==> config.mk <==
export PLATFORM = sky130hd
export DESIGN_NAME = atl_cordic
export DESIGN_NICKNAME = d
export VERILOG_FILES = /design/src/design/atl_pkg.sv /design/src/design/atl_cordic.sv
export SDC_FILE = /design/constraint.sdc
export NUM_CORES = 2
export LEC_CHECK = 0
export BUFFER_PORTS_ARGS = -buffer_cell sky130_fd_sc_hd__clkbuf_2
export CAP_MARGIN = 20
export CORE_ASPECT_RATIO = 0.7
export CORE_MARGIN = 3
export CORE_UTILIZATION = 55
export CTS_CLUSTER_DIAMETER = 150
export DETAILED_ROUTE_END_ITERATION = 8
export PLACE_DENSITY = 0.71
export SYNTH_ARGS = -nofsm -noshare
export SYNTH_HDL_FRONTEND = slang
export SYNTH_SLANG_ARGS = --single-unit
==> constraint.sdc <==
create_clock -name clk -period 9.16 [get_ports clk]
set_clock_uncertainty 0.2 [all_clocks]
set_input_delay 0.916 -clock clk [delete_from_list [all_inputs] [get_ports clk]]
set_output_delay 0.916 -clock clk [all_outputs]
set_load 0.02 [all_outputs]
==> src/design/atl_pkg.sv <==
// ----------------------------------------------------------------------------
// atl_pkg
// Types, widths, codes and the arctangent table for the tilt angle pipeline
// ----------------------------------------------------------------------------
`default_nettype none

package atl_pkg;

    localparam int AXIS_W     = 16;
    localparam int MODE_W     = 2;
    localparam int IN_DATA_W  = 3 * AXIS_W;
    localparam int TILT_W     = 17;
    localparam int OUT_DATA_W = 24;

    // sum of two squares and its root (radicand is the sum with 16 zero bits below)
    localparam int SUM_W = 2 * AXIS_W;
    localparam int MAG_W = 24;
    localparam int REM_W = MAG_W + 3;

    // vector and angle datapath
    localparam int AXIS_SCALE_SH = 8;
    localparam int CXY_W         = 27;
    localparam int ACC_FRAC      = 20;
    localparam int ZW            = 30;
    localparam int TABLE_LEN     = 24;

    localparam logic signed [ZW-1:0] DEG90  = ZW'(90 * (2 ** ACC_FRAC));
    localparam logic signed [ZW-1:0] DEG180 = ZW'(180 * (2 ** ACC_FRAC));

    typedef enum logic [MODE_W-1:0] {
        MODE_Y_TILT    = 2'd0,
        MODE_FROM_VERT = 2'd1,
        MODE_X_TILT    = 2'd2,
        MODE_INVALID   = 2'd3
    } mode_t;

    typedef struct packed {
        mode_t                    mode;
        logic signed [AXIS_W-1:0] axis;
    } atl_side_t;

    // atan(2^-i) in degrees, 20 fraction bits
    function automatic logic signed [ZW-1:0] atan_deg(input int idx);
        case (idx)
            0:       return ZW'(47185920);
            1:       return ZW'(27855475);
            2:       return ZW'(14718068);
            3:       return ZW'(7471121);
            4:       return ZW'(3750058);
            5:       return ZW'(1876857);
            6:       return ZW'(938658);
            7:       return ZW'(469357);
            8:       return ZW'(234682);
            9:       return ZW'(117342);
            10:      return ZW'(58671);
            11:      return ZW'(29335);
            12:      return ZW'(14668);
            13:      return ZW'(7334);
            14:      return ZW'(3667);
            15:      return ZW'(1833);
            16:      return ZW'(917);
            17:      return ZW'(458);
            18:      return ZW'(229);
            19:      return ZW'(115);
            20:      return ZW'(57);
            21:      return ZW'(29);
            22:      return ZW'(14);
            23:      return ZW'(7);
            default: return '0;
        endcase
    endfunction

endpackage

`default_nettype wire

==> src/design/atl_cordic.sv <==
// ----------------------------------------------------------------------------
// atl_cordic
// Quadrant handling, pipelined vectoring CORDIC, rounding and range clamp
// ----------------------------------------------------------------------------
`default_nettype none

module atl_cordic
    import atl_pkg::*;
#(
    parameter int NUM_ITER        = 16,
    parameter int ANGLE_FRAC_BITS = 8
)
(
    input  logic              clk,
    input  logic              rst_n,
    input  logic              en,
    input  logic              in_valid,
    input  atl_side_t         in_side,
    input  logic [MAG_W-1:0]  in_mag,
    output logic              out_valid,
    output logic [TILT_W-1:0] out_tilt
);

    localparam int SH = ACC_FRAC - ANGLE_FRAC_BITS;
    localparam logic signed [ZW-1:0] HALF   = ZW'(2 ** (SH - 1));
    localparam logic signed [ZW-1:0] LIM90  = ZW'(90 * (2 ** ANGLE_FRAC_BITS));
    localparam logic signed [ZW-1:0] LIM180 = ZW'(180 * (2 ** ANGLE_FRAC_BITS));

    logic signed [CXY_W-1:0] opnd;
    logic signed [CXY_W-1:0] mag_s;
    logic signed [CXY_W-1:0] num;
    logic signed [CXY_W-1:0] den;
    logic signed [CXY_W-1:0] x0;
    logic signed [CXY_W-1:0] y0;
    logic signed [ZW-1:0]    z0;
    logic                    hold0;

    logic                    v_reg    [0:NUM_ITER];
    logic                    vert_reg [0:NUM_ITER];
    logic                    hold_reg [0:NUM_ITER];
    logic signed [CXY_W-1:0] x_reg    [0:NUM_ITER];
    logic signed [CXY_W-1:0] y_reg    [0:NUM_ITER];
    logic signed [ZW-1:0]    z_reg    [0:NUM_ITER];

    logic signed [ZW-1:0]    rounded;
    logic signed [ZW-1:0]    lo;
    logic signed [ZW-1:0]    hi;
    logic signed [ZW-1:0]    clamped;

    assign opnd  = CXY_W'(in_side.axis) <<< AXIS_SCALE_SH;
    assign mag_s = $signed(CXY_W'(in_mag));
    assign num   = (in_side.mode == MODE_FROM_VERT) ? mag_s : opnd;
    assign den   = (in_side.mode == MODE_FROM_VERT) ? opnd : mag_s;

    // exact answers on the axes, quarter turn when the vector points left
    always_comb
    begin
        x0    = den;
        y0    = num;
        z0    = '0;
        hold0 = 1'b0;
        if (in_side.mode == MODE_INVALID)
        begin
            hold0 = 1'b1;
        end
        else if (num == '0)
        begin
            hold0 = 1'b1;
            z0    = (den < 0) ? DEG180 : '0;
        end
        else if (den == '0)
        begin
            hold0 = 1'b1;
            z0    = (num > 0) ? DEG90 : -DEG90;
        end
        else if (den < 0)
        begin
            if (num >= 0)
            begin
                x0 = num;
                y0 = -den;
                z0 = DEG90;
            end
            else
            begin
                x0 = -num;
                y0 = den;
                z0 = -DEG90;
            end
        end
    end

    always_ff @(posedge clk or negedge rst_n)
    begin
        if (!rst_n)
        begin
            v_reg[0] <= 1'b0;
        end
        else if (en)
        begin
            v_reg[0] <= in_valid;
        end
    end

    always_ff @(posedge clk)
    begin
        if (en)
        begin
            vert_reg[0] <= (in_side.mode == MODE_FROM_VERT);
            hold_reg[0] <= hold0;
            x_reg[0]    <= x0;
            y_reg[0]    <= y0;
            z_reg[0]    <= z0;
        end
    end

    for (genvar i = 0; i < NUM_ITER; i++)
    begin : g_iter
        logic signed [CXY_W-1:0] dx;
        logic signed [CXY_W-1:0] dy;
        logic                    up;

        assign dx = y_reg[i] >>> i;
        assign dy = x_reg[i] >>> i;
        assign up = (y_reg[i] >= 0);

        always_ff @(posedge clk or negedge rst_n)
        begin
            if (!rst_n)
            begin
                v_reg[i+1] <= 1'b0;
            end
            else if (en)
            begin
                v_reg[i+1] <= v_reg[i];
            end
        end

        always_ff @(posedge clk)
        begin
            if (en)
            begin
                vert_reg[i+1] <= vert_reg[i];
                hold_reg[i+1] <= hold_reg[i];
                x_reg[i+1]    <= up ? (x_reg[i] + dx) : (x_reg[i] - dx);
                y_reg[i+1]    <= up ? (y_reg[i] - dy) : (y_reg[i] + dy);
                if (hold_reg[i])
                begin
                    z_reg[i+1] <= z_reg[i];
                end
                else
                begin
                    z_reg[i+1] <= up ? (z_reg[i] + atan_deg(i)) : (z_reg[i] - atan_deg(i));
                end
            end
        end
    end

    // round half up, then clamp to the selector's range
    always_comb
    begin
        rounded = (z_reg[NUM_ITER] + HALF) >>> SH;
        lo      = vert_reg[NUM_ITER] ? '0 : -LIM90;
        hi      = vert_reg[NUM_ITER] ? LIM180 : LIM90;
        if (rounded < lo)
        begin
            clamped = lo;
        end
        else if (rounded > hi)
        begin
            clamped = hi;
        end
        else
        begin
            clamped = rounded;
        end
    end

    assign out_valid = v_reg[NUM_ITER];
    assign out_tilt  = clamped[TILT_W-1:0];

endmodule

`default_nettype wire

After elaboration in Yosys (flattened, before gate mapping)
Memories as Yosys holds them, arrays and structs flattened.
Index checks and enable logic that the tools add are counted.

word-level totals
  register bits after elaboration = 17
  bits in latches = 0
  memory bits (writable) = 1462
  bits in read-only memories = 0
  output and inout port bits = 18
  memories kept = 5

memory list
  memory    words  width  rd ports  clocked after Yosys merged registers in  wr ports  RTL line          RTL
  z_reg     17     30     17        0                                        17        atl_cordic.sv:43  logic signed [ZW-1:0] z_reg [0:NUM_ITER];
  x_reg     17     27     16        0                                        17        atl_cordic.sv:41  logic signed [CXY_W-1:0] x_reg [0:NUM_ITER];
  y_reg     17     27     16        0                                        17        atl_cordic.sv:42  logic signed [CXY_W-1:0] y_reg [0:NUM_ITER];
  hold_reg  17     1      16        0                                        17        atl_cordic.sv:40  logic hold_reg [0:NUM_ITER];
  vert_reg  17     1      17        0                                        17        atl_cordic.sv:39  logic vert_reg [0:NUM_ITER];

cells by class
  add/sub/neg operators = 98
  multiply operators = 0
  div/mod/pow operators = 0
  magnitude comparators = 21
  equality and inequality tests = 2
  shifts and indexed selects = 0
  mux-type cells = 188
  bitwise operators = 16
  reduce and logical (&&, ||, !) cells = 2

operator list
  kind                    number
  $mux 27                 44
  $mux 30                 39
  $ge 27x1->1 const B     17
  $mux 1                  101
  $add 30x13->30 const B  2
  $add 27x12->27          2
  $add 27x13->27          2
  $add 27x14->27          2
  $add 27x15->27          2
  $add 27x16->27          2
  $add 27x17->27          2
  $add 27x18->27          2
  $add 27x19->27          2
  $add 27x20->27          2
  $add 27x21->27          2
  $add 27x22->27          2
  $add 27x23->27          2
  $add 27x24->27          2
  $add 27x25->27          2
  $add 27x26->27          2
  $logic_not 27->1        2
  $neg 27->27             2
  $sub 27x12->27          2
  $sub 27x13->27          2
  56 further kinds        86

Longest topological paths before layout
  depth after elaboration = 8
  mapped depth = 20
  gate-level depth less buffers = 20

Worst setup path after synthesis
Ideal clock, no wire load.

  kind = register to register
  start point = mem x_reg[3][8] (netlist: x_reg[0][89])
  end point = mem y_reg[4][26] (netlist: y_reg[0][134]), data pin
  library setup time = 262 ps
  data arrival time = 4330 ps
  required time = 8698 ps
  setup slack = 4367 ps
  stages on the path, launching flop included = 18
  path buffers = 0
  clock period less this slack = 4793 ps
  cells stage by stage = edfxtp_1 or4_1 or3_1 or3_1 or4_1 nand2_1 xor2_1 ha_1 a21o_1 a21oi_1 nor2b_1 or2_2 a21o_1 a22o_1 a31oi_1 a21oi_1 or2_2 xor2_1

RTL lines
  element             RTL line
  start: declaration  atl_cordic.sv:41
  end: declaration    atl_cordic.sv:42

==> flow_summary_export.csv <==
group,metric,value,unit
place,portBuffers,63,
place,dp_hpwl,209000,um
setup_path,r2r_setup_slack,3.62,ns
drt,drtAntennaViolNets,0,
global_routing,grt_antenna_before_repair,1,
timing,fin_crit,6.06,ns
clock_tree,cts.reportedPaths.clkPinSlew,0.06,ns
global_routing,grtUsageTotal,26.0,%
clock_tree,cts_root_buffer,"clkbuf_16",
timing,setup_viol,0,
min_path,hp-class,"in -> reg",
synth,synth_top_area_share,35.2,%
clock_tree,cts_buffers,145,
layout,largest_reg_flops,436,
clock_tree,cts_sinks,1282,
floorplanning,core-area,0.194,mm^2
synth,yosysTopAreaCell,"edfxtp_1",
setup_path,critPathLaunchType,"flip-flop",
clock_tree,clock_path_buffers,4,
timing,maxSlewViolCount,0,
synth,yosysWarnings,0,
floorplanning,io_pins,64,
run,cap_viol_max_count,0,
timing,max_freq,165,MHz
drt,drc,0,
setup_path,reg2regPathDepth,15,
min_path,holdPathEnd,"v_reg[16]",
place,gp_congestion,0.926,
synth,synth-edff-count,1265,
synth,synth_area,0.108,mm^2
timing,fin_setup_tns,0,ns
global_routing,first_global_vias,81800,
drt,wl,270000,um
drt,drtIter0Drc,7224,
global_routing,grt_pass1_wl,434000,um
layout,drive_gt1_share,4.25,%
floorplanning,std_cell_rows,135,
layout,diodes,0,
setup_path,r2r_end,"x_reg[0][161]",
synth,yosys_register_bits,1282,
clock_tree,cts_tree,"done",
setup_path,criticalPathCategory,"reg -> out",
synth,synth_area_leaders,"edfxtp_1, ha_1, xnor2_1",
global_routing,grt_max_degree,180,
drt,firstDrtPassIters,7,
setup_path,startpoint,"z_reg[16][12]",
layout,area_growth,7.55,%
timing,worstMarginPinSlew,1.04,ns
run_status,outcome,"finished clean",
layout,layout.nets,12900,
floorplanning,start_util,55.6,%
synth,synth_cell_type_count,99,
setup_path,required,8.04,ns
timing,hold_viol_final,0,
floorplanning,die_w,536,um
setup_path,r2r_start,"y_reg[0][134]",
clock_tree,cts_resized,0,
floorplanning,die-height,377,um
drt,num_vias,86900,
setup_path,critPathArrivalTime,4.94,ns
clock_tree,htreeDepth,4,
synth,synth_ff_type,"edfxtp_1",
min_path,min_from,"in_valid",
timing,rsz0062_at_grt,"no",
layout,n_fill_cell,16600,
drt,wl_per_cell,18.9,um
synth,synth_cells,11500,
floorplanning,die_area,0.202,mm^2
clock_tree,clk_latency,0.80,ns
setup_path,cp-end-kind,"output port",
setup_path,cp_max_fo,13,
global_routing,grt-ovfl-total,0,
synth,avgSynthCellArea,9.42,um^2
synth,synthArstFlopShare,1.33,%
timing,relSlewSlack,29.0,%
clock_tree,post_cts_buffers,0,
timing,post-route-period-util,66.2,%
drt,vias_per_cell,6.10,
min_path,min_path_cells,2,
synth,ys_seq_area_share,35.6,%
==> routing by layer <==
| layer | global-route usage (%) | wire length [um] | vias to the layer above |
|---|---|---|---|
| li1 | - | - | 42700 |
| met1 | 38.6 | 129000 | 41600 |
| met2 | 40.9 | 121000 | 2362 |
| met3 | 3.17 | 16200 | 329 |
| met4 | 4.97 | 4430 | 0 |
| met5 | 0 | 0 | - |
==> worst max path at each step <==
| stage | end | slack, ns |
|---|---|---|
| after CTS | out_tilt[9] | 3.11 |
| final | out_tilt[9] | 3.10 |
| after floorplan | y_reg[0][134] | 4.37 |
| after global placement | x_reg[0][161] | 3.89 |
| after detailed placement | x_reg[0][161] | 3.80 |
| after global routing | out_tilt[9] | 2.67 |
==> cells by family after synthesis <==
| kind of cell | share of synthesized area, % |
|---|---|
| AO/OA/AOI/OAI | 20.4 |
| XOR/XNOR | 11.6 |
| adder cells (fa/ha/maj) | 14.9 |
| buffers and inverters | 2.63 |
| flip-flops | 35.6 |
| multiplexers | 0.813 |
| other | 0.00347 |
| AND/OR/NAND/NOR | 14.2 |
==> layout by cell type, fill, tap and decap left out, types with 168 or more instances in the layout <==
master | netlist | final
a21o_1 | 447 | 447
a21oi_1 | 890 | 890
edfxtp_1 | 1265 | 1265
ha_1 | 1210 | 1210
inv_1 | 492 | 492
nand2_1 | 1011 | 1011
nand2b_1 | 174 | 168
nand3_1 | 212 | 212
nor2_1 | 747 | 746
nor3_1 | 245 | 244
o21ai_0 | 914 | 914
o31ai_1 | 187 | 187
xnor2_1 | 885 | 885
xor2_1 | 541 | 541
==> final cells by class <==
| class | instances | area (um^2) | share of cell area [%] |
|---|---|---|---|
| clock buffers | 171 | 3910 | 3.36 |
| clock inverters | 80 | 846 | 0.728 |
| well taps | 2603 | 3260 | 2.80 |
| inverters | 502 | 1880 | 1.62 |
| flip-flops and latches | 1282 | 38400 | 33.1 |
| repair buffers | 115 | 791 | 0.681 |
| multi-input cells | 9503 | 67000 | 57.7 |
==> cells in the mapped netlist (212+ instances only) <==
library cell	number
clkbuf_1	219
o21ai_0	914
xnor2_1	885
nor3_1	245
nand2_1	1011
ha_1	1210
edfxtp_1	1265
a21oi_1	890
a21o_1	447
nor2_1	747
xor2_1	541
inv_1	492
nand3_1	212
==> metrics by stage <==
stage                     utilization (%)  setup slack (ns)  cell area (um^2)  hold slack (ns)  instances
after floorplan                         -              4.37            108000            0.200      11500
after global placement               57.3              3.89            111000            0.201      14000
after detailed placement             57.3              3.80            111000            0.205      14000
after CTS                            59.8              3.11            116000           0.0806      14300
after global routing                 59.8              2.67            116000            0.116      14300
final                                59.8              3.10            116000            0.142      14300
==> what timing repair did <==
action	4_1_cts	5_1_grt
hold buffers	1	0
endpoints found under the hold margin	17	0
setup endpoints to repair	0	0
==> worst max-delay path, cell delays in order (launching register included) <==
cell and delay (ns):
edfxtp_1 0.39, ha_1 0.29, nand2_1 0.17, nor4_2 0.27, buf_4 0.20, nand3_1 0.10, xnor2_1 0.52, ha_1 0.23
a31oi_1 0.05, nor3_1 0.18, o21bai_1 0.08, a31oi_1 0.52, or2_0 0.65, mux2i_1 0.27, clkbuf_2 0.20
Power is not shown: default switching activity piles up to over one toggle a cycle in this logic, so the estimate is an artifact.
