[src/design/atl_pkg.sv]
// ----------------------------------------------------------------------------
// atl_pkg
// Types, widths, codes and the arctangent table for the tilt angle pipeline
// ----------------------------------------------------------------------------
`default_nettype none

package atl_pkg;

    localparam int AXIS_W     = 16;
    localparam int MODE_W     = 2;
    localparam int IN_DATA_W  = 3 * AXIS_W;
    localparam int TILT_W     = 17;
    localparam int OUT_DATA_W = 24;

    // sum of two squares and its root (radicand is the sum with 16 zero bits below)
    localparam int SUM_W = 2 * AXIS_W;
    localparam int MAG_W = 24;
    localparam int REM_W = MAG_W + 3;

    // vector and angle datapath
    localparam int AXIS_SCALE_SH = 8;
    localparam int CXY_W         = 27;
    localparam int ACC_FRAC      = 20;
    localparam int ZW            = 30;
    localparam int TABLE_LEN     = 24;

    localparam logic signed [ZW-1:0] DEG90  = ZW'(90 * (2 ** ACC_FRAC));
    localparam logic signed [ZW-1:0] DEG180 = ZW'(180 * (2 ** ACC_FRAC));

    typedef enum logic [MODE_W-1:0] {
        MODE_Y_TILT    = 2'd0,
        MODE_FROM_VERT = 2'd1,
        MODE_X_TILT    = 2'd2,
        MODE_INVALID   = 2'd3
    } mode_t;

    typedef struct packed {
        mode_t                    mode;
        logic signed [AXIS_W-1:0] axis;
    } atl_side_t;

    // atan(2^-i) in degrees, 20 fraction bits
    function automatic logic signed [ZW-1:0] atan_deg(input int idx);
        case (idx)
            0:       return ZW'(47185920);
            1:       return ZW'(27855475);
            2:       return ZW'(14718068);
            3:       return ZW'(7471121);
            4:       return ZW'(3750058);
            5:       return ZW'(1876857);
            6:       return ZW'(938658);
            7:       return ZW'(469357);
            8:       return ZW'(234682);
            9:       return ZW'(117342);
            10:      return ZW'(58671);
            11:      return ZW'(29335);
            12:      return ZW'(14668);
            13:      return ZW'(7334);
            14:      return ZW'(3667);
            15:      return ZW'(1833);
            16:      return ZW'(917);
            17:      return ZW'(458);
            18:      return ZW'(229);
            19:      return ZW'(115);
            20:      return ZW'(57);
            21:      return ZW'(29);
            22:      return ZW'(14);
            23:      return ZW'(7);
            default: return '0;
        endcase
    endfunction

endpackage

`default_nettype wire

[src/design/atl_mag.sv]
// ----------------------------------------------------------------------------
// atl_mag
// Axis selection, squares, sum and a pipelined digit-by-digit square root
// ----------------------------------------------------------------------------
`default_nettype none

module atl_mag
    import atl_pkg::*;
(
    input  logic                     clk,
    input  logic                     rst_n,
    input  logic                     en,
    input  logic                     in_valid,
    input  mode_t                    mode,
    input  logic signed [AXIS_W-1:0] accel_x,
    input  logic signed [AXIS_W-1:0] accel_y,
    input  logic signed [AXIS_W-1:0] accel_z,
    output logic                     out_valid,
    output atl_side_t                out_side,
    output logic [MAG_W-1:0]         out_mag
);

    atl_side_t                  sel_side;
    logic signed [AXIS_W-1:0]   sel_a;
    logic signed [AXIS_W-1:0]   sel_b;
    logic signed [SUM_W-1:0]    prod_a;
    logic signed [SUM_W-1:0]    prod_b;

    logic                       sq_valid_reg;
    atl_side_t                  sq_side_reg;
    logic [SUM_W-1:0]           sq_a_reg;
    logic [SUM_W-1:0]           sq_b_reg;

    logic                       v_reg    [0:MAG_W];
    atl_side_t                  side_reg [0:MAG_W];
    logic [SUM_W-1:0]           rad_reg  [0:MAG_W];
    logic [REM_W-1:0]           rem_reg  [0:MAG_W];
    logic [MAG_W-1:0]           root_reg [0:MAG_W];

    always_comb
    begin
        sel_side.mode = mode;
        case (mode)
            MODE_Y_TILT:
            begin
                sel_side.axis = accel_y;
                sel_a         = accel_x;
                sel_b         = accel_z;
            end
            MODE_FROM_VERT:
            begin
                sel_side.axis = accel_z;
                sel_a         = accel_x;
                sel_b         = accel_y;
            end
            MODE_X_TILT:
            begin
                sel_side.axis = accel_x;
                sel_a         = accel_y;
                sel_b         = accel_z;
            end
            default:
            begin
                sel_side.axis = '0;
                sel_a         = '0;
                sel_b         = '0;
            end
        endcase
    end

    assign prod_a = sel_a * sel_a;
    assign prod_b = sel_b * sel_b;

    // squares
    always_ff @(posedge clk or negedge rst_n)
    begin
        if (!rst_n)
        begin
            sq_valid_reg <= 1'b0;
        end
        else if (en)
        begin
            sq_valid_reg <= in_valid;
        end
    end

    always_ff @(posedge clk)
    begin
        if (en)
        begin
            sq_side_reg <= sel_side;
            sq_a_reg    <= $unsigned(prod_a);
            sq_b_reg    <= $unsigned(prod_b);
        end
    end

    // sum of squares
    always_ff @(posedge clk or negedge rst_n)
    begin
        if (!rst_n)
        begin
            v_reg[0] <= 1'b0;
        end
        else if (en)
        begin
            v_reg[0] <= sq_valid_reg;
        end
    end

    always_ff @(posedge clk)
    begin
        if (en)
        begin
            side_reg[0] <= sq_side_reg;
            rad_reg[0]  <= sq_a_reg + sq_b_reg;
            rem_reg[0]  <= '0;
            root_reg[0] <= '0;
        end
    end

    // one root bit per stage, two radicand bits consumed per stage
    for (genvar k = 0; k < MAG_W; k++)
    begin : g_root
        logic [REM_W-1:0] shifted;
        logic [REM_W-1:0] trial;
        logic             take;

        assign shifted = {rem_reg[k][REM_W-3:0], rad_reg[k][SUM_W-1 -: 2]};
        assign trial   = {1'b0, root_reg[k], 2'b01};
        assign take    = (shifted >= trial);

        always_ff @(posedge clk or negedge rst_n)
        begin
            if (!rst_n)
            begin
                v_reg[k+1] <= 1'b0;
            end
            else if (en)
            begin
                v_reg[k+1] <= v_reg[k];
            end
        end

        always_ff @(posedge clk)
        begin
            if (en)
            begin
                side_reg[k+1] <= side_reg[k];
                rad_reg[k+1]  <= {rad_reg[k][SUM_W-3:0], 2'b00};
                rem_reg[k+1]  <= take ? (shifted - trial) : shifted;
                root_reg[k+1] <= {root_reg[k][MAG_W-2:0], take};
            end
        end
    end

    assign out_valid = v_reg[MAG_W];
    assign out_side  = side_reg[MAG_W];
    assign out_mag   = root_reg[MAG_W];

endmodule

`default_nettype wire

[config.mk]
export PLATFORM = sky130hd
export DESIGN_NAME = atl_mag
export DESIGN_NICKNAME = d
export VERILOG_FILES = /design/src/design/atl_pkg.sv /design/src/design/atl_mag.sv
export SDC_FILE = /design/constraint.sdc
export NUM_CORES = 2
export LEC_CHECK = 0
export ABC_CLOCK_PERIOD_IN_PS = 3900
export BUFFER_PORTS_ARGS = -buffer_cell sky130_fd_sc_hd__buf_2
export CELL_PAD_IN_SITES_DETAIL_PLACEMENT = 0
export CELL_PAD_IN_SITES_GLOBAL_PLACEMENT = 1
export CORE_MARGIN = 1
export CORE_UTILIZATION = 53
export CTS_CLUSTER_SIZE = 40
export DETAILED_ROUTE_END_ITERATION = 12
export MAX_ROUTING_LAYER = met4
export PLACE_DENSITY_LB_ADDON = 0.1
export SYNTH_ARGS = -nofsm -noshare
export SYNTH_HDL_FRONTEND = slang
export SYNTH_SLANG_ARGS = --single-unit
[constraint.sdc]
create_clock -name clk -period 3.9 [get_ports clk]
set_input_delay 0.585 -clock clk [delete_from_list [all_inputs] [get_ports clk]]
set_output_delay 0.585 -clock clk [all_outputs]
set_load 0.02 [all_outputs]
# After elaboration in Yosys (flattened, before gate mapping)
# Memories as Yosys holds them, arrays and structs flattened.
# Index checks and enable logic that the tools add are counted.
# Widths: inputs -> output; s select.
totals:
  mem_bits_rw: 2525
  reg_bits: 108
  inputBits: 54
  output_inout_bits: 43
  mem_count: 4
classes:
  reduce_logical: 3
  multipliers: 2
  muxes: 29
  n_addsub: 25
  n_lt_le_gt_ge: 24
  n_eq_ne: 2
mem_list:
  columns: ["name", "words", "word_bits", "read_ports", "rd_ports_with_merged_regs", "wr", "line", "source"]
  rows:
  - ["rad_reg", 25, 32, 24, 0, 25, "atl_mag.sv:36", "logic [SUM_W-1:0] rad_reg [0:MAG_W];"]
  - ["rem_reg", 25, 27, 24, 0, 25, "atl_mag.sv:37", "logic [REM_W-1:0] rem_reg [0:MAG_W];"]
  - ["root_reg", 25, 24, 25, 0, 25, "atl_mag.sv:38", "logic [MAG_W-1:0] root_reg [0:MAG_W];"]
  - ["side_reg", 25, 18, 25, 0, 25, "atl_mag.sv:35", "atl_side_t side_reg [0:MAG_W];"]
ops:
  columns: ["cell", "count"]
  rows:
  - ["$ge 27x26->1", 24]
  - ["$mux 27", 24]
  - ["$sub 27x26->27", 24]
  - ["$mul 16x16->32", 2]
  - ["$pmux 16 s2", 2]
  - ["$pmux 16 s3", 1]
  - ["$add 32x32->32", 1]
  - ["$reduce_or 2->1", 2]
  - ["$eq 2x1->1 const B", 1]
  - ["$eq 2x2->1 const B", 1]
  - ["$logic_not 2->1", 1]
  - ["$mux 1", 2]

# Depth between registers and ports, before layout
logic_depth:
  ltp_word: 4
  ltp_mapped: 30
  ltp_nobuf: 28

# Worst setup path after synthesis
# Ideal clock, no wire load.
synth_timing:
  kind: "input to register"
  startpoint: "in mode[1]"
  endpoint: "reg sq_a_reg[29], data pin"
  arrival_time_ps: 7772
  path_slack_ps: -4131
  required_ps: 3641
  setup_time_ps: 259
  path_stages: 26
  cell_sequence: "clkbuf_1 > buf_1 > mux2i_1 > clkinv_1 > nand2_1 > inv_1 > fa_1 > inv_1 > fa_1 > fa_1 > inv_1 > fa_1 > fa_1 > inv_1 > fa_1 > inv_1 > ha_1 > and2_1 > a221o_1 > a221oi_1 > a31oi_1 > or4_1 > and3_1 > o21a_1 > nor2_1 > xnor2_1"
synth_between:
  elab_chain_cells: 4
  word_cells_on_any_way: 6
  classes_between: "1 x mul; 2 x eq/ne; 1 x mux; 2 x reduce/logical"
synth_lines:
  columns: ["element", "line", "source"]
  rows:
  - ["start, declared", "atl_mag.sv:14", "input mode_t mode,"]
  - ["$eq 2x1->1 or $logic_not 2->1 (tied branches)", "atl_mag.sv:43", "case (mode)"]
  - ["$reduce_or 2->1 (no line)", null, null]
  - ["$pmux 16 s2 (*)", "atl_mag.sv:43", null]
  - ["$mul 16x16->32 (*)", "atl_mag.sv:71", "assign prod_a = sel_a * sel_a;"]
  - ["named net prod_a[29]", "atl_mag.sv:26", "logic signed [SUM_W-1:0] prod_a;"]
  - ["end signal, assigned", "atl_mag.sv:92", "sq_a_reg <= $unsigned(prod_a);"]
  - ["end, declared", "atl_mag.sv:31", "logic [SUM_W-1:0] sq_a_reg;"]
# The timed path passes the listed nets; every way through them passes the cells marked *.
# A chain may end at the register's enable or synchronous reset.

# Worst setup path after layout
layout_timing:
  startpoint: "in mode[0]"
  endpoint: "reg sq_a_reg[29], data pin"
# The elaborated chain is that of the path after synthesis.

==> impl_metrics.csv <==
group,metric,value,unit
clock_network,tritoncts,"yes",
setup_path,critical-path-top-delay-family,"adder cells",
floorplan,fp.dieW,414,um
floorplan,design.core.area,0.168,mm^2
logic_synthesis,synth_cell_type_count,87,
setup_path,timing.rr.end,"rem_reg[4][22]",
clock_network,cts.htree.levels,4,
outcome,status,"finished, violations left",
logic_synthesis,synth_warnings,0,
floorplan,dieArea,0.172,mm^2
setup_path,critPathMaxStageDelay,0.59,ns
clock_network,clk_root_buffer_cell,"clkbuf_16",
place,place.gp.congestion,0.917,
logic_synthesis,synth_cells,7119,
setup_path,crit_path_start_kind,"input pin",
sta,setup_viol,52,
layout,finalNetCount,8961,
outcome,failed_checks,"setup timing",
global_routing,grt_pass1_vias,55053,
global_routing,grt_usage,23.1,%
floorplan,die_y,414,um
pwr,p_per_area,766,mW/mm^2
global_routing,grt-ovfl-total,0,
logic_synthesis,ys_seq_area_share,55.3,%
sta,post-route-min-period,6.39,ns
clock_network,path_clk_slew,0.07,ns
hold_path,hold_path_depth,2,
sta,worst_slew_pin_slew,1.22,ns
hold_path,min_to,"sq_side_reg[17]",
logic_synthesis,synthArstFlopShare,1.56,%
detailed_routing,drtIter0Drc,3590,
setup_path,crit_type,"in2reg",
sta,grt_setup_unrepaired,"yes",
detailed_routing,wl_per_cell,18.4,um
setup_path,worst_r2r_startpoint,"rem_reg[3][8]",
floorplan,rows,150,
place,dp_cells,9868,
logic_synthesis,synth-seq-cells,1663,
logic_synthesis,syn_area,0.0901,mm^2
place,port-buffer-count,96,
setup_path,path_max_fanout,7,
setup_path,arrival,6.95,ns
hold_path,min-delay-start,"mode[1]",
setup_path,r2r_slack,0.17,ns
setup_path,path_common_cell,"fa_1",
pwr,peakVddDrop,2.29,mV
layout,final_cells,10257,
layout,areaGrowthSynthToFinish,18.1,%
sta,fin_crit_sh,164,%
layout,post-route-util,63.3,%
hold_path,min_path_type,"in2reg",
global_routing,antenna_found_initial,4,
global_routing,grt_start_max_net_pins,101,
setup_path,path_buf_inv,8,
setup_path,required,4.45,ns
sta,setup_slack,-2.49,ns
detailed_routing,drcViolationCount,0,
logic_synthesis,synthFlopType,"edfxtp_1",
floorplan,ios,97,
setup_path,reg2regPathDepth,9,
detailed_routing,wl,189000,um
sta,finalHoldViolCount,0,
detailed_routing,drt-pass1-iter-count,6,
detailed_routing,via_count,54149,
sta,fin_worst_skew,0.0523,ns
setup_path,slowest_stage,"or4_4",
logic_synthesis,synth_nets,8162,
layout,largest_reg_flops,535,
detailed_routing,vias_per_cell,5.28,
logic_synthesis,syn_avg_cell_area,12.7,um^2
sta,max_freq,156,MHz
clock_network,cts_buffers,170,
place,dp_slack,-3.58,ns
clock_network,clkSinkCount,1663,
pwr,p_leak,0.0444,uW
clock_network,clock_latency,0.81,ns
global_routing,grt_pass1_wl,301000,um
sta,slew_headroom,17.6,%
clock_network,cts_buffer_depth,3,
logic_synthesis,synth_edf_count,1637,
floorplan,initial_core_util,53.6,%
setup_path,end_kind,"flip-flop",
place,place_hpwl,142000,um
sta,drv_slew,0,
job,maxCapViolations,0,
detailed_routing,ant_nets,0,
layout,drive_gt1_share,19.0,%
==> Yosys cell counts (22+ instances only) <==
cell | instances | area [um^2]
nor2_1 | 483 | 1810
o31ai_1 | 44 | 330
and3_1 | 22 | 138
o21ai_0 | 257 | 1290
o21bai_1 | 33 | 248
nor3_1 | 149 | 746
clkbuf_1 | 94 | 353
xnor2_1 | 293 | 2570
edfxtp_1 | 1637 | 49200
nor4_1 | 56 | 350
or3_1 | 45 | 282
a21o_1 | 121 | 908
xor2_1 | 198 | 1730
or2_2 | 31 | 194
nand3_1 | 96 | 480
fa_1 | 477 | 9550
nand2b_1 | 60 | 375
dfrtp_1 | 26 | 651
nand4_1 | 34 | 213
a21oi_1 | 344 | 1720
inv_1 | 1052 | 3950
o21a_1 | 84 | 631
mux2_2 | 103 | 1160
a211oi_1 | 34 | 255
ha_1 | 512 | 6410
nor2b_1 | 63 | 394
nand2_1 | 461 | 1730
==> how the worst max path moves through the flow <==
| stage | from | slack (ns) | depth (start not counted) | end |
|---|---|---|---|---|
| after global routing | mode[1] | -2.66 | 31 | sq_b_reg[30] |
| after global placement | mode[0] | -3.55 | 25 | sq_a_reg[29] |
| after detailed placement | mode[0] | -3.58 | 25 | sq_a_reg[29] |
| after floorplan | mode[1] | -3.01 | 25 | sq_a_reg[29] |
| after CTS | mode[1] | -2.55 | 27 | sq_a_reg[29] |
| final | mode[0] | -2.49 | 26 | sq_a_reg[29] |
==> cells by family after synthesis <==
kind of cell | share of synthesized area, %
AO/OA/AOI/OAI | 7.48
XOR/XNOR | 4.77
multiplexers | 1.48
AND/OR/NAND/NOR | 8.37
flip-flops | 55.3
adder cells (fa/ha/maj) | 17.7
buffers and inverters | 4.90
other | 0.00416
==> stage by stage <==
stage,power (uW),instance area [um^2],hold WS [ns],setup TNS [ns]
final,81600,106000,0.121,-92.88
after global routing,87400,106000,0.0850,-101.51
after CTS,79900,105000,0.0675,-90.71
after detailed placement,61000,98300,0.405,-145.59
after global placement,60600,98300,0.400,-143.78
after floorplan,47800,91200,0.289,-102.09
==> cell usage in the layout (no fill, tap or decap), types with 32 or more instances in the layout <==
cell / Yosys / routed
o21a_1: 84 / 75
buf_2: 1 / 94
mux2_2: 103 / 97
nor2_1: 483 / 438
or3_1: 45 / 43
a21o_1: 121 / 121
nor3_1: 149 / 144
a21oi_2: 0 / 33
ha_4: 0 / 34
nand4_1: 34 / 34
o21ai_0: 257 / 229
clkbuf_16: 0 / 173
ha_1: 512 / 474
nand3_1: 96 / 92
buf_4: 0 / 517
inv_2: 1 / 59
clkinv_2: 0 / 32
nand2b_1: 60 / 59
o31ai_1: 44 / 43
a21oi_1: 344 / 308
xor2_1: 198 / 195
xnor2_1: 293 / 279
buf_6: 2 / 68
inv_1: 1052 / 988
nor2b_1: 63 / 47
edfxtp_1: 1637 / 1637
nand2_1: 461 / 417
buf_12: 0 / 39
fa_1: 477 / 453
nor4_1: 56 / 55
==> area by class of cell <==
class                           count  area, um^2
Clock buffer                      200        4440
Tap cell                         2204        2760
Multi-Input combinational cell   4285       38000
Inverter                         1067        4070
Clock inverter                    105        1220
Timing Repair Buffer              731        6090
Antenna cell                        2        5.00
Sequential cell                  1663       49800
Fill cell                       12840       61600
==> routing by layer <==
| layer | share of wire, % | global-route usage [%] | up-vias |
|---|---|---|---|
| met4 | 2.3 | 5.95 | 0 |
| met3 | 5.2 | 3.83 | 274 |
| li1 | - | - | 26399 |
| met5 | 0 | - | - |
| met1 | 49 | 33.6 | 26496 |
| met2 | 44 | 33.9 | 980 |
==> power by group <==
part / switching, uW / total (uW) / internal [uW]
Sequential: 1540 / 25500 / 24000
Clock: 6900 / 16200 / 9300
Combinational: 20600 / 39900 / 19200
==> repair_timing <==
item | 4_1_cts | 5_1_grt
pin swaps | 106 | 128
gates resized for setup | 229 | 223
endpoints found under the hold margin | 27 | 0
buffers inserted | 47 | 51
setup endpoints to repair | 52 | 64
gates cloned | 2 | 1
hold buffers | 2 | 0
==> worst reg2reg max path, delay by kind of cell (launching register included) <==
kind	cells	cell delay, ns
XOR/XNOR	1	0.05
AND/OR/NAND/NOR	8	2.98
flip-flops	1	0.46
Note: power is estimated with default switching activity, not from simulation.
